File: src/rtl/ppfq_pkg.sv
`default_nettype none
package ppfq_pkg;

    // field and datapath widths
    localparam int CB    = 24;            // position coordinate
    localparam int NFB   = 14;            // normal fraction bits
    localparam int NW    = NFB + 2;       // normal and angle key field
    localparam int DB    = CB + 1;        // difference, norm, distance key
    localparam int SQB   = 2 * CB + 2;    // squared length
    localparam int DOTB  = NW + DB + 2;   // normal dot difference
    localparam int N2B   = 2 * NW + 2;    // normal dot normal
    localparam int AB    = 15;            // angle step
    localparam int MAXDB = 25;            // distance limit
    localparam int DSB   = 25;            // distance step
    localparam int DENB  = DB + AB;       // norm times angle step
    localparam int QB    = NFB + 1;       // angle quotient bits below saturation
    localparam int REMB  = DOTB - 1;      // dividend magnitude
    localparam int CMPB  = DENB + DB;     // shifted divisor compare width
    localparam int TDI   = 6 * CB + 6 * NW;
    localparam int TDO   = ((3 * NW + DB + 7) / 8) * 8;
    localparam int AW    = 4;
    localparam int PW    = 32;

    // status codes
    typedef logic [1:0] t_status;
    localparam t_status ST_OK    = 2'd0;
    localparam t_status ST_FAR   = 2'd1;
    localparam t_status ST_COINC = 2'd2;

    // register indexes
    localparam logic [1:0] REG_MAXD  = 2'd0;
    localparam logic [1:0] REG_ASTEP = 2'd1;
    localparam logic [1:0] REG_DSTEP = 2'd2;

    localparam logic [MAXDB-1:0] MAXD_RST  = 25'd33554431;
    localparam logic [AB-1:0]    ASTEP_RST = 15'd1024;
    localparam logic [DSB-1:0]   DSTEP_RST = 25'd64;

    // beat carried through the square root cells
    typedef struct packed {
        t_status                status;
        logic [SQB-1:0]         rem;
        logic [DB-1:0]          res;
        logic signed [DOTB-1:0] dot1;
        logic signed [DOTB-1:0] dot2;
        logic signed [N2B-1:0]  dot3;
    } t_sqrt_beat;

    // beat carried through the divider cells, lanes k1 k2 k3 k4
    typedef struct packed {
        t_status                 status;
        logic [2:0]              neg;
        logic [2:0]              sat;
        logic [3:0][REMB-1:0]    rem;
        logic [3:0][DENB-1:0]    den;
        logic [3:0][DB-1:0]      quo;
    } t_div_beat;

endpackage
`default_nettype wire

File: src/rtl/ppfq_div_cell.sv
`default_nettype none
module ppfq_div_cell #(
    parameter int SHIFT = 0
) (
    input  logic                i_clk,
    input  logic                i_rst_n,
    input  logic                i_en,
    input  logic                i_valid,
    input  ppfq_pkg::t_div_beat i_beat,
    output logic                o_valid,
    output ppfq_pkg::t_div_beat o_beat
);
    import ppfq_pkg::*;

    logic [CMPB-1:0] w_sh [4];
    t_div_beat       n_beat;
    t_div_beat       r_beat;
    logic            r_valid;

    // one quotient bit on each of the four lanes
    always_comb begin
        n_beat = i_beat;
        for (int k = 0; k < 4; k++) begin
            w_sh[k] = CMPB'(i_beat.den[k]) << SHIFT;
            if (CMPB'(i_beat.rem[k]) >= w_sh[k]) begin
                n_beat.rem[k]        = REMB'(CMPB'(i_beat.rem[k]) - w_sh[k]);
                n_beat.quo[k][SHIFT] = 1'b1;
            end
        end
    end

    always_ff @(posedge i_clk) begin
        if (!i_rst_n) begin
            r_valid <= 1'b0;
        end else if (i_en) begin
            r_valid <= i_valid;
        end
    end

    always_ff @(posedge i_clk) begin
        if (i_en) begin
            r_beat <= n_beat;
        end
    end

    assign o_valid = r_valid;
    assign o_beat  = r_beat;

endmodule
`default_nettype wire
File: config.mk
export PLATFORM = sky130hd
export DESIGN_NAME = ppfq_div_cell
export DESIGN_NICKNAME = d
export VERILOG_FILES = /design/src/rtl/ppfq_pkg.sv /design/src/rtl/ppfq_div_cell.sv
export SDC_FILE = /design/constraint.sdc
export NUM_CORES = 1
export LEC_CHECK = 0
export BUFFER_PORTS_ARGS = -buffer_cell sky130_fd_sc_hd__buf_2
export CELL_PAD_IN_SITES_DETAIL_PLACEMENT = 1
export CELL_PAD_IN_SITES_GLOBAL_PLACEMENT = 1
export CORE_AREA = 2 2 339 341
export DETAILED_ROUTE_END_ITERATION = 8
export DIE_AREA = 0 0 341 343
export PLACE_DENSITY_LB_ADDON = 0.05
export SKIP_LAST_GASP = 1
export SLEW_MARGIN = 30
export SYNTH_ARGS = -nofsm -noshare
export SYNTH_HDL_FRONTEND = slang
export SYNTH_SLANG_ARGS = --single-unit
File: constraint.sdc
create_clock -name i_clk -period 4.39 [get_ports i_clk]
set_input_delay 0.6585 -clock i_clk [delete_from_list [all_inputs] [get_ports i_clk]]
set_output_delay 0.6585 -clock i_clk [all_outputs]
set_load 0.05 [all_outputs]
# == Yosys cells after proc, flatten, opt, wreduce, memory -nomap -nowiden ==
# Cells that the tools add are included.
# word_totals
ff_bits,437
in_bits,440
output_inout_bits,437
# classes
magnitude_cmp,4
mux,4
add_sub_neg,4
# op_table
operator,n
$ge A42 B40 Y1,4
$mux W42,4
$sub A42 B40 Y42,4

# == Longest topological paths before layout ==
# depth
word_depth,2
mapped_depth,16
mapped_depth_nobuf,14

# == Worst setup path before layout ==
# Ideal clock, no wire load.
# synth_path
path_type,input-to-reg
startpoint,input i_beat[302] in the netlist's numbering
endpoint,register r_beat (netlist bit o_beat[340]) (data pin)
t_required_ps,4128
cell_stages,14
path_slack_ps,890
arrival_time_ps,3238
setup_time_ps,262
path_buffers,0
cell_sequence,inv_1 > ha_1 > inv_1 > fa_1 > a211oi_2 > o21ai_1 > a311oi_2 > o31ai_4 > a211oi_1 > nor2_2 > a31oi_2 > o21ai_0 > xor2_1 > mux2_1
# synth_rtl
element,line,rtl
"start, declared",ppfq_div_cell.sv:9,"input ppfq_pkg::t_div_beat i_beat,"
"end signal, assigned",ppfq_div_cell.sv:42,r_beat <= n_beat;
"end, declared",ppfq_div_cell.sv:17,t_div_beat r_beat;

==> flow_summary.json <==
{
  "min_from": "i_beat[68]",
  "grt_pass1_wl_mm": 147,
  "drive_above_1_share": 0.334,
  "cp.arrival_ns": 3.93,
  "io_pins": 877,
  "clock_power_share": 0.313,
  "whs_ns": 0.192,
  "maxCapViolCount": 0,
  "seq_power_share": 0.374,
  "intPower_uw": 8980,
  "place_congestion": 0.819,
  "worst_setup_path_end_kind": "flip-flop",
  "hold_depth": 1,
  "worst_path_max_delay_cell": "nor3b_1",
  "antenna_found_initial": 46,
  "dp_hpwl_mm": 84.7,
  "timing.rr.end": "o_valid",
  "insertion_delay_ns": 0.63,
  "grt_overflow": 0,
  "seq_area_frac_synth": 0.539,
  "wl_mm": 103,
  "io_buffers": 876,
  "syn-cell-area_um2": 24300,
  "synth_nets": 2771,
  "finalCritPeriodShare": 0.809,
  "fin_ws_ns": 0.840,
  "holdCritPathClass": "input pin to flip-flop",
  "pre_cts_slack_ns": 0.121,
  "via_count": 20500,
  "cp_slowest_stage_delay_ns": 0.62,
  "peakVddDrop_mv": 0.310,
  "drt_first_pass_iters": 5,
  "drt-initial-drc-count": 700,
  "numClockSinks": 437,
  "slew_headroom": 0.464,
  "die_w_um": 341,
  "cp_cell_sequence": "buf_2 -> ha_1 -> inv_1 -> fa_1 -> a211oi_2 -> o21ai_1 -> a311oi_2 -> o31ai_4 -> a31oi_2 -> a21oi_1 -> nor3b_1 -> a221oi_2 -> xnor2_1 -> mux2_2",
  "ant_nets": 0,
  "cp.required_ns": 4.77,
  "start_util": 0.214,
  "die_h_um": 343,
  "drcViolationCount": 0,
  "rsz0062_at_grt": "false",
  "p_comb_frac": 0.314,
  "cts.clk_slew.worst_paths_ns": 0.06,
  "setup_viol": 0,
  "core_um2": 113000,
  "fmax_ghz": 0.282,
  "reg2reg_depth": 2,
  "switchingPower_uw": 5240,
  "tightest_slew_ns": 0.804,
  "async_flop_share": 0,
  "num_rows": 124,
  "layout.nets": 3655,
  "cts_tree": "done",
  "synthCells": 2167,
  "cts-buffers-inserted": 54,
  "finalSetupTns_ns": 0,
  "areaGrowthSynthToFinish_pct": 33.1,
  "cts_buffer_depth": 3,
  "synth_seq_cells": 437,
  "ys.flop_type": "edfxtp_1",
  "grt_pass1_vias": 21800,
  "wl_per_cell_um": 22.2,
  "p_leak_uw": 0.0143,
  "vias_per_cell": 4.44,
  "swShare": 0.369,
  "synth_warnings": 0,
  "synth.avg_cell_area_um2": 11.2,
  "clockRootBuffer": "clkbuf_16",
  "reg2reg_slack_ns": 3.78,
  "final_hold_viol_count": 0,
  "hold_path_end": "o_beat[68]",
  "period_minus_slack_ns": 3.55,
  "grt_usage": 0.168,
  "finClkSkew_ns": 0,
  "grt_max_degree": 85,
  "outcome": "finished, final reports clean",
  "path_class": "input pin to flip-flop",
  "cp_max_fo": 4,
  "dieArea_um2": 117000,
  "critPathLaunchType": "input pin",
  "postCtsHoldBufs": 0,
  "cts-resized-gates": 0,
  "cts_setup_buffers": 0,
  "timing.rr.start": "o_valid",
  "final_max_slew_viol_count": 0,
  "netlist-cell-type-count": 86,
  "p_per_area_nw_per_um2": 439,
  "synth_edf_count": 436,
  "htree_num_levels": 2
}
-- logic make-up (layout without fill, tap and decap cells) --
family / Yosys count / count (layout) / share of synthesized area
DFF: 437 / 437 / 0.539
and+or+nand+nor: 487 / 487 / 0.0941
adders and majority gates: 164 / 164 / 0.0856
AOI/OAI and AO/OA: 613 / 613 / 0.164
other: 0 / 9 / 0
buffers and inverters: 275 / 1200 / 0.0446
xor gates and xnor gates: 148 / 148 / 0.0533
muxes: 43 / 43 / 0.0196
-- critical path, delay by kind of cell --
kind | cells | cell delay [ns]
AO/OA/AOI/OAI | 7 | 1.49
AND/OR/NAND/NOR | 1 | 0.62
buffers and inverters | 2 | 0.21
adder cells (fa/ha/maj) | 2 | 0.50
multiplexers | 1 | 0.28
XOR/XNOR | 1 | 0.16
-- cell type report --
cell class / count / area (um2)
clock inverter: 28 / 280
sequential: 437 / 13100
clock buffer: 69 / 1430
tap: 1512 / 1890
fill: 13000 / 81000
multi-input combinational: 1455 / 10200
antenna: 9 / 22.5
timing repair buffer: 902 / 4710
inverter: 201 / 754
-- cells in the final DEF, fill, tap and decap left out, types with 10 or more instances in the layout --
cell         n
a211o_1     10
a211oi_1    14
a21o_1     105
a21oi_1    219
a31oi_1     24
and3_1      20
buf_12      10
buf_2      875
buf_4       16
clkbuf_1    14
clkbuf_16   55
clkinv_1    13
edfxtp_1   436
ha_1       160
inv_1      201
mux2_1      18
mux2_2      19
nand2_1    129
nand2b_1    16
nand3_1     33
nand4_1     33
nor2_1     162
nor2b_1     19
nor3_1      23
o21a_1      22
o21ai_0     98
o21ai_1     12
o21bai_1    19
xnor2_1     90
xor2_1      58
-- routing by layer --
metal / up-vias / global-route usage / share of wire
met5: - / 0 / 0.0030
met2: 649 / 0.297 / 0.49
met1: 9872 / 0.189 / 0.39
li1: 9745 / - / -
met3: 159 / 0.0643 / 0.088
met4: 44 / 0.0411 / 0.023
-- registers in the layout, summed over array words and instances, names as in the netlist --
signal   flops
o_valid      1
o_beat     436
-- synth_stat cells, types with 10 or more instances --
| master | number | area [um2] |
|---|---|---|
| edfxtp_1 | 436 | 13100 |
| a21oi_1 | 219 | 1100 |
| inv_1 | 201 | 754 |
| nor2_1 | 163 | 612 |
| ha_1 | 160 | 2000 |
| nand2_1 | 129 | 484 |
| a21o_1 | 105 | 788 |
| o21ai_0 | 98 | 490 |
| xnor2_1 | 90 | 788 |
| xor2_1 | 58 | 508 |
| clkbuf_1 | 45 | 169 |
| nand3_1 | 33 | 165 |
| nand4_1 | 33 | 206 |
| a31oi_1 | 24 | 150 |
| buf_2 | 23 | 115 |
| nor3_1 | 23 | 115 |
| o21a_1 | 22 | 165 |
| and3_1 | 20 | 125 |
| mux2_2 | 19 | 214 |
| nor2b_1 | 19 | 119 |
| o21bai_1 | 19 | 143 |
| mux2_1 | 18 | 203 |
| nand2b_1 | 16 | 100 |
| a211oi_1 | 14 | 105 |
| o21ai_1 | 12 | 60.1 |
| a211o_1 | 10 | 87.6 |
-- per-stage QoR --
step	cell area, um2	util	total power (uW)	instances
6_report	32400	0.285	14200	4613
3_5_place_dp	30600	0.270	9920	4507
4_1_cts	32300	0.285	14500	4604
5_1_grt	32400	0.285	14900	4607
3_3_place_gp	30600	0.270	9920	4507
2_1_floorplan	24300	-	8430	2167
-- worst max-delay path by stage --
| stage | from | end | slack (ns) | cells after the start |
|---|---|---|---|---|
| floorplan | i_beat[302] | o_beat[340] | 0.89 | 14 |
| global placement | i_beat[302] | o_beat[338] | 0.20 | 15 |
| detailed placement | i_beat[302] | o_beat[338] | 0.12 | 15 |
| CTS | i_beat[302] | o_beat[338] | 0.83 | 15 |
| global route | i_beat[140] | o_beat[338] | 0.64 | 14 |
| finish | i_beat[140] | o_beat[338] | 0.84 | 14 |
-- power by group through the flow --
stage,sequential [uW],combinational (uW),clock [uW]
final,5320,4460,4450
after global routing,5360,4790,4770
after global placement,5400,4520,0
after detailed placement,5410,4510,0
after CTS,5330,4530,4660
after floorplan,7030,1410,0
Power figures use the tool's default switching activity.
