## src/rtl/ppfq_pkg.sv

```systemverilog
`default_nettype none
package ppfq_pkg;

    // field and datapath widths
    localparam int CB    = 24;            // position coordinate
    localparam int NFB   = 14;            // normal fraction bits
    localparam int NW    = NFB + 2;       // normal and angle key field
    localparam int DB    = CB + 1;        // difference, norm, distance key
    localparam int SQB   = 2 * CB + 2;    // squared length
    localparam int DOTB  = NW + DB + 2;   // normal dot difference
    localparam int N2B   = 2 * NW + 2;    // normal dot normal
    localparam int AB    = 15;            // angle step
    localparam int MAXDB = 25;            // distance limit
    localparam int DSB   = 25;            // distance step
    localparam int DENB  = DB + AB;       // norm times angle step
    localparam int QB    = NFB + 1;       // angle quotient bits below saturation
    localparam int REMB  = DOTB - 1;      // dividend magnitude
    localparam int CMPB  = DENB + DB;     // shifted divisor compare width
    localparam int TDI   = 6 * CB + 6 * NW;
    localparam int TDO   = ((3 * NW + DB + 7) / 8) * 8;
    localparam int AW    = 4;
    localparam int PW    = 32;

    // status codes
    typedef logic [1:0] t_status;
    localparam t_status ST_OK    = 2'd0;
    localparam t_status ST_FAR   = 2'd1;
    localparam t_status ST_COINC = 2'd2;

    // register indexes
    localparam logic [1:0] REG_MAXD  = 2'd0;
    localparam logic [1:0] REG_ASTEP = 2'd1;
    localparam logic [1:0] REG_DSTEP = 2'd2;

    localparam logic [MAXDB-1:0] MAXD_RST  = 25'd33554431;
    localparam logic [AB-1:0]    ASTEP_RST = 15'd1024;
    localparam logic [DSB-1:0]   DSTEP_RST = 25'd64;

    // beat carried through the square root cells
    typedef struct packed {
        t_status                status;
        logic [SQB-1:0]         rem;
        logic [DB-1:0]          res;
        logic signed [DOTB-1:0] dot1;
        logic signed [DOTB-1:0] dot2;
        logic signed [N2B-1:0]  dot3;
    } t_sqrt_beat;

    // beat carried through the divider cells, lanes k1 k2 k3 k4
    typedef struct packed {
        t_status                 status;
        logic [2:0]              neg;
        logic [2:0]              sat;
        logic [3:0][REMB-1:0]    rem;
        logic [3:0][DENB-1:0]    den;
        logic [3:0][DB-1:0]      quo;
    } t_div_beat;

endpackage
`default_nettype wire

```

## src/rtl/ppfq_sqrt_cell.sv

```systemverilog
`default_nettype none
module ppfq_sqrt_cell #(
    parameter int BIT = 0
) (
    input  logic                 i_clk,
    input  logic                 i_rst_n,
    input  logic                 i_en,
    input  logic                 i_valid,
    input  ppfq_pkg::t_sqrt_beat i_beat,
    output logic                 o_valid,
    output ppfq_pkg::t_sqrt_beat o_beat
);
    import ppfq_pkg::*;

    logic [SQB:0] w_cand;
    t_sqrt_beat   n_beat;
    t_sqrt_beat   r_beat;
    logic         r_valid;

    // try one result bit: (res + 2^b)^2 - res^2
    always_comb begin
        n_beat = i_beat;
        w_cand = ((SQB+1)'(i_beat.res) << (BIT + 1)) | ((SQB+1)'(1) << (2 * BIT));
        if ({1'b0, i_beat.rem} >= w_cand) begin
            n_beat.rem = SQB'({1'b0, i_beat.rem} - w_cand);
            n_beat.res = i_beat.res | (DB'(1) << BIT);
        end
    end

    always_ff @(posedge i_clk) begin
        if (!i_rst_n) begin
            r_valid <= 1'b0;
        end else if (i_en) begin
            r_valid <= i_valid;
        end
    end

    always_ff @(posedge i_clk) begin
        if (i_en) begin
            r_beat <= n_beat;
        end
    end

    assign o_valid = r_valid;
    assign o_beat  = r_beat;

endmodule
`default_nettype wire

```

## config.mk

```make
export PLATFORM = sky130hd
export DESIGN_NAME = ppfq_sqrt_cell
export DESIGN_NICKNAME = d
export VERILOG_FILES = /design/src/rtl/ppfq_pkg.sv /design/src/rtl/ppfq_sqrt_cell.sv
export SDC_FILE = /design/constraint.sdc
export NUM_CORES = 1
export LEC_CHECK = 0
export ABC_AREA = 1
export BUFFER_PORTS_ARGS = -buffer_cell sky130_fd_sc_hd__buf_4
export CAP_MARGIN = 20
export CORE_ASPECT_RATIO = 1.5
export CORE_MARGIN = 2
export CORE_UTILIZATION = 29
export CTS_BUF_LIST = sky130_fd_sc_hd__clkbuf_16
export CTS_CLUSTER_SIZE = 10
export DETAILED_ROUTE_END_ITERATION = 10
export REMOVE_ABC_BUFFERS = 1
export SLEW_MARGIN = 20
export SYNTH_ARGS = -nofsm -noshare
export SYNTH_HDL_FRONTEND = slang
export SYNTH_SLANG_ARGS = --single-unit
export TNS_END_PERCENT = 20
```

## constraint.sdc

```tcl
create_clock -name i_clk -period 2.3 [get_ports i_clk]
set_input_delay 0.23 -clock i_clk [delete_from_list [all_inputs] [get_ports i_clk]]
set_output_delay 0.23 -clock i_clk [all_outputs]
set_load 0.01 [all_outputs]
```

Word-level counts from Yosys, hierarchy flattened

Cells that the tools add are included.

Add/subtract/negate cells: 1
Magnitude comparators: 1
Mux-type cells: 1

Operators with widths:

| operator         | number |
|---|---|
| $mux W75         | 1 |
| $ge A50 B26 Y1   | 1 |
| $sub A50 B26 Y50 | 1 |

Flip-flop bits (word level): 198
Output and inout port bits: 198
Logic and storage cells: 11

Longest topological paths before layout

Gate-level depths: netlist of the first run.

Depth after elaboration: 2
Gate-level depth with buffers: 17
Mapped depth without buffers: 15

Least setup slack after synthesis of the first run

No wires, ideal clock.

Path kind: in2reg
From: in i_beat[131] (netlist bit)
To: reg r_beat (netlist bit o_beat[156]), data pin
Arrival: 1.711 ns
Data required time: 2.043 ns
Setup slack: 0.331 ns
Stages on the path: 15
Cell sequence: inv_1 ha_1 nand2_1 nor2_2 nand2_1 nor2_1 nor2_1 nand2_1 nand2_1 nand2_2 inv_2 buf_12 buf_12 nand2_2 o21ai_2

RTL lines:

| what                   | line                 | RTL |
|---|---|---|
| start: declaration     | ppfq_sqrt_cell.sv:9  | `input ppfq_pkg::t_sqrt_beat i_beat,` |
| end signal: assignment | ppfq_sqrt_cell.sv:40 | `r_beat <= n_beat;` |
| end: declaration       | ppfq_sqrt_cell.sv:17 | `t_sqrt_beat r_beat;` |

==> reports/qor.txt, run 1 <==
Distinct cells, synth = 27
Hold Vio Cnt, Final = 0
R2r setup slk = 1630 ps
Final setup fails = 0
Synth-to-layout area growth = 67.5%
Warnings from Yosys = 0
Fill cells = 3101
Chip Width = 155 microns
Buffers on Ports = 398
Pwr Density = 605 mW/mm^2
Layout cell share with drive strength beyond 1 = 36.7%
Final Max Tran Viols = 0
Largest net degree at the start of global routing = 46
Post-synth top cells = 325 x nand2_1, 197 x edfxtp_1, 181 x inv_1, 85 x nor2_1, 61 x nand3_1
First-pass GRT wire length = 59000 microns
DRT iter0 DRCs = 508
Core Util, Final = 49.5%
Number of synthesized flops with an enable pin = 197
Core Rows = 82
Nature of the critical path endpoint = flip-flop
Detail Route Antenna Nets = 0
Top post-synthesis cells by area = edfxtp_1 60%, nand2_1 12%, inv_1 6.9%
DIE AREA = 0.0356 sq mm
Area of the core = 0.0334 sq mm
Min Tclk post-route = 2220 ps
RR Endpoint = o_valid
# H-tree levels = 4
Clock Power Share = 31.4%
Largest area contributor in the netlist = edfxtp_1
Placed insts = 1923
Rel. slew slack = 69.5%
Gpl congestion = 0.956
1st-pass router iterations = 5
Hold Path Depth = 3
DR vias/cell = 4.54
Hold endpoint = o_valid
HP Start = i_valid
Outcome = complete, no violations
CTS Sinks = 198
Synth Cell Area = 0.00987 sq mm
Area share of the largest cell type after synthesis = 59.9%
CTS tree = built
Register area = 0.00594 sq mm
Syn Inst Count = 1027
Worst hold slack = 44.4 ps
Max Cap Viol = 0
Reg-to-reg startpoint = o_valid
Post-DP HPWL = 33200 microns
Nets = 1905
HP Class = input port to flip-flop
Crit path kind = input port to flip-flop
WL final = 42800 microns
Die H = 230 microns
Sw Share = 29.7%
Number of global-route vias before repair = 9607
Total GRT Usage = 23.1%
Reg clk slew, reported paths = 80 ps
Clock Path Buffers = 2
Total power = 10.0 mW
Worst r2r path cells = 2
Total leakage power = 7.60 nW
DRC = 0
Area of the multi-input gates = 0.00339 sq mm
Wire length per cell = 20.3 microns
Proportion of power drawn by combinational gates = 24.0%
Number of synthesized register bits = 198
Pint = 7.04 mW
Synth Area per Inst = 9.61 sq um
Max frequency = 450 MHz
Top Ports = 399
Critical Path AT = 2500 ps
Sequential share of the synthesized area = 60.1%
Flop pwr share = 44.6%
Net switching power = 2.97 mW
Initial Util = 29.5%
Req. time, crit path = 2570 ps
TritonCTS Buffers = 17
Routed via count = 9589
Gr ovfl total = 0
Crit-path max FO = 7
Post-route insts no fill = 2112
Asr flop ratio synth = 0%
Startpoint Class = input port
Maximum vdd drop = 514 uV
Setup Skew = 0 ps
Worst slew pin tran = 458 ps
Most frequent cell after synthesis = nand2_1
Antenna violations before repair = 6
Primary FF master, synth = edfxtp_1
Tcrit/Tclk final = 96.6%
Clk_lat worst skew = 450 ps
Root Driver = clkbuf_16
[state kept, by name, summed over array words and instances, names as in the netlist]
signal	cells
o_beat	197
o_valid	1
[kinds of logic after synthesis]
kind of cell	Yosys count	synth area share [%]
compound gates	49	3.32
buf+inv	190	8.05
simple gates	541	23.1
xor+xnor	22	1.95
fa+ha+maj	27	3.50
flops	198	60.1
[through the flow]
stage | setup WS (ps) | TNS (ps) | cell area [sq um]
6_report | 78.1 | 0 | 16500
5_1_grt | -3.38 | -4.57 | 16500
4_1_cts | 1.83 | 0 | 16100
3_5_place_dp | -110 | -1610 | 14000
3_3_place_gp | -93.6 | -1560 | 14000
2_1_floorplan | -268 | -7460 | 9760
[repair_timing]
item,4_1_cts,5_1_grt
resized for setup,0,79
hold buffers,147,0
setup endpoints to repair,0,51
endpoints found under the hold margin,147,0
buffers inserted,0,4
[how the worst max path moves through the flow]
stage           startpoint           to
2_1_floorplan  i_beat[144]  o_beat[146]
3_3_place_gp   i_beat[121]  o_beat[191]
3_5_place_dp   i_beat[121]  o_beat[151]
4_1_cts        i_beat[132]  o_beat[151]
5_1_grt        i_beat[141]  o_beat[151]
6_report       i_beat[138]  o_beat[191]
[metal layers]
layer | routed length [microns] | up-vias | part of all wire [%] | GRT usage [%]
met3 | 3030 | 88 | 7.1 | 5.41
li1 | - | 4629 | - | -
met1 | 15600 | 4468 | 36 | 25.1
met2 | 22000 | 402 | 51 | 42.0
met4 | 2160 | 2 | 5.0 | 11.3
met5 | 13 | - | 0.030 | 0
[power by group through the flow]
stage                     combinational [mW]  clock [mW]  sequential [mW]
after floorplan                        0.585           0             4.69
after detailed placement                2.11           0             4.54
final                                   2.41        3.14             4.46
after global placement                  2.10           0             4.54
after CTS                               2.33        3.25             4.46
after global routing                    2.57        3.32             4.49
[critical path: stages]
cell and delay (ps):
dlygate4sd3_1 530, buf_4 110, inv_2 40, ha_4 300
nand2_4 80, nor2_4 130, nand2_2 70, nor2_2 100
nand2_1 70, nor2_2 150, nor2_4 60, nand2_8 140
clkinv_8 110, clkbuf_16 180, a21oi_2 190
[cell type report]
| type | count | area share (%) |
|---|---|---|
| repair inverters | 1 | 0.0681 |
| clock buffers | 17 | 2.57 |
| diodes | 2 | 0.0303 |
| repair buffers | 638 | 32.4 |
| well taps | 420 | 3.18 |
| clock inverters | 15 | 1.15 |
| inverters | 182 | 4.21 |
| multi-input cells | 639 | 20.5 |
| flip-flops and latches | 198 | 35.9 |
[placed cells by master (no fill, tap or decap), drive strengths merged, types with 2 or more instances in the layout]
cell	instances
ha	26
dlymetal6s4s	2
buf	486
dlygate4sd3	145
nor2	97
nand4	22
nand3b	5
edfxtp	197
diode	2
clkinv	6
clkbuf	22
nor3	12
a21oi	23
xnor2	18
o21ai	26
xor2	4
inv	192
nand2	342
nand3	61
Power figures use the tool's default switching activity.
==> inputs of run 2 (changes only) <==
--- a/config.mk
+++ b/config.mk
@@ -14,6 +14,7 @@
 export CTS_BUF_LIST = sky130_fd_sc_hd__clkbuf_16
 export CTS_CLUSTER_SIZE = 10
 export DETAILED_ROUTE_END_ITERATION = 10
+export PLACE_DENSITY_LB_ADDON = 0.3
 export REMOVE_ABC_BUFFERS = 1
 export SLEW_MARGIN = 20
 export SYNTH_ARGS = -nofsm -noshare
==> reports/qor.txt, run 2 (same netlist as run 1, synthesis figures left out) <==
Outcome = complete, no violations
Layout cell share with drive strength beyond 1 = 34.8%
HP Start = i_rst_n
Max frequency = 458 MHz
Proportion of power drawn by combinational gates = 23.3%
Detail Route Antenna Nets = 0
Min Tclk post-route = 2180 ps
Unrepaired setup endpoints after global routing = true
Clock Power Share = 31.7%
Nature of the critical path endpoint = flip-flop
Reg clk slew, reported paths = 80 ps
Routed via count = 9675
Net switching power = 2.92 mW
Chip Width = 155 microns
Startpoint Class = input port
Buffers on Ports = 398
Most frequent CP cell = nand2_1
First-pass GRT wire length = 62000 microns
Final Max Tran Viols = 0
CP Buf/Inv Count = 6
Wire length per cell = 20.7 microns
Pwr Density = 618 mW/mm^2
Total leakage power = 7.51 nW
Reg-to-reg startpoint = o_valid
Critical Path AT = 2380 ps
Worst hold slack = 41.9 ps
Setup tns final = 0 ps
Crit path kind = input port to flip-flop
Gpl congestion = 0.975
Max stage delay on crit path = 530 ps
Tcrit/Tclk final = 94.9%
Setup Skew = 0 ps
Req. time, crit path = 2500 ps
Placed insts = 1934
Clock Path Buffers = 2
Core Util, Final = 48.4%
Clk_lat worst skew = 440 ps
Rel. slew slack = 69.2%
Worst slack, placed = -229 ps
Pint = 7.07 mW
Gr ovfl total = 0
Maximum vdd drop = 454 uV
Largest net degree at the start of global routing = 48
Number of global-route vias before repair = 9885
Initial Util = 29.5%
DR vias/cell = 4.57
DRC = 0
Antenna violations before repair = 4
HP Class = input port to flip-flop
Final design instance area without fill = 0.0162 sq mm
DIE AREA = 0.0356 sq mm
CTS tree = built
Area after DPL = 0.0141 sq mm
Worst slew pin tran = 462 ps
DRT iter0 DRCs = 520
Sw Share = 29.3%
Max Cap Viol = 0
Total power = 9.99 mW
Crit-path cells = dlygate4sd3_1 > buf_4 > inv_1 > ha_4 > buf_4 > nand2_1 > inv_1 > nand2_1 > nand3_1 > a21oi_2 > inv_1 > nor2_1 > nand3_1 > nand2_1 > nand2_1
Top Ports = 399
TritonCTS Buffers = 17
Most common cell after layout, fill and taps aside = buf_4
Top delay family on crit path = buffers and inverters
# H-tree levels = 4
1st-pass router iterations = 5
Commonest cells after routing, fill and taps aside = 491 x buf_4, 321 x nand2_1, 197 x edfxtp_1
Hold Vio Cnt, Final = 0
Post-DP HPWL = 34600 microns
Final setup fails = 0
PnR worst setup slack = 118 ps
Die H = 230 microns
Nets = 1909
Worst Setup SP = i_beat[143]
CTS Sinks = 198
Post-route insts no fill = 2115
Max reg flops = 197
Flop pwr share = 45.1%
WL final = 43700 microns
Area of the core = 0.0334 sq mm
Fill cells = 3134
Total GRT Usage = 24.4%
Root Driver = clkbuf_16
Core Rows = 82
Synth-to-layout area growth = 63.9%
Worst path slowest cell = dlygate4sd3_1
Crit-path max FO = 3
-- run 2: what timing repair did --
| action | in CTS | in global routing |
|---|---|---|
| setup buffers | 0 | 1 |
| setup endpoints to repair | 0 | 37 |
| hold buffers | 147 | 0 |
| resized for setup | 0 | 12 |
| endpoints found under the hold margin | 147 | 0 |
-- run 2: cell type report --
cell class,count,area [sq um],share of cell area [%]
timing repair buffer,643,5250,32.4
multi-input combinational,639,3180,19.6
clock buffer,17,425,2.63
tap,420,526,3.25
inverter,182,686,4.24
sequential,198,5940,36.7
clock inverter,15,183,1.13
antenna,1,2.50,0.0155
-- run 2: worst paths after layout --
kind | end | slack, ps | depth (start not counted)
worst max-delay path | o_beat[182] | 120 | 15
worst min register to register | o_valid | 570 | 2
worst min-delay path | o_valid | 40 | 3
worst max register to register | o_valid | 1650 | 2
-- run 2: worst min-delay path, stage by stage --
cell     delay (ps)
buf_4           110
o21ai_0          60
a21oi_1          40
-- run 2: routing by layer --
metal	track usage [%]	up-vias	share of wire, %
met3	5.07	78	6.6
met1	27.8	4545	38
met5	0	-	0.032
met4	11.5	2	4.7
met2	43.2	416	51
li1	-	4634	-
-- run 2: power by group through the flow --
stage | combinational (mW) | sequential [mW] | clock, mW
after global routing | 2.50 | 4.53 | 3.39
final | 2.32 | 4.50 | 3.17
after floorplan | 0.585 | 4.69 | 0
after global placement | 2.09 | 4.58 | 0
after detailed placement | 2.11 | 4.57 | 0
after CTS | 2.33 | 4.50 | 3.28
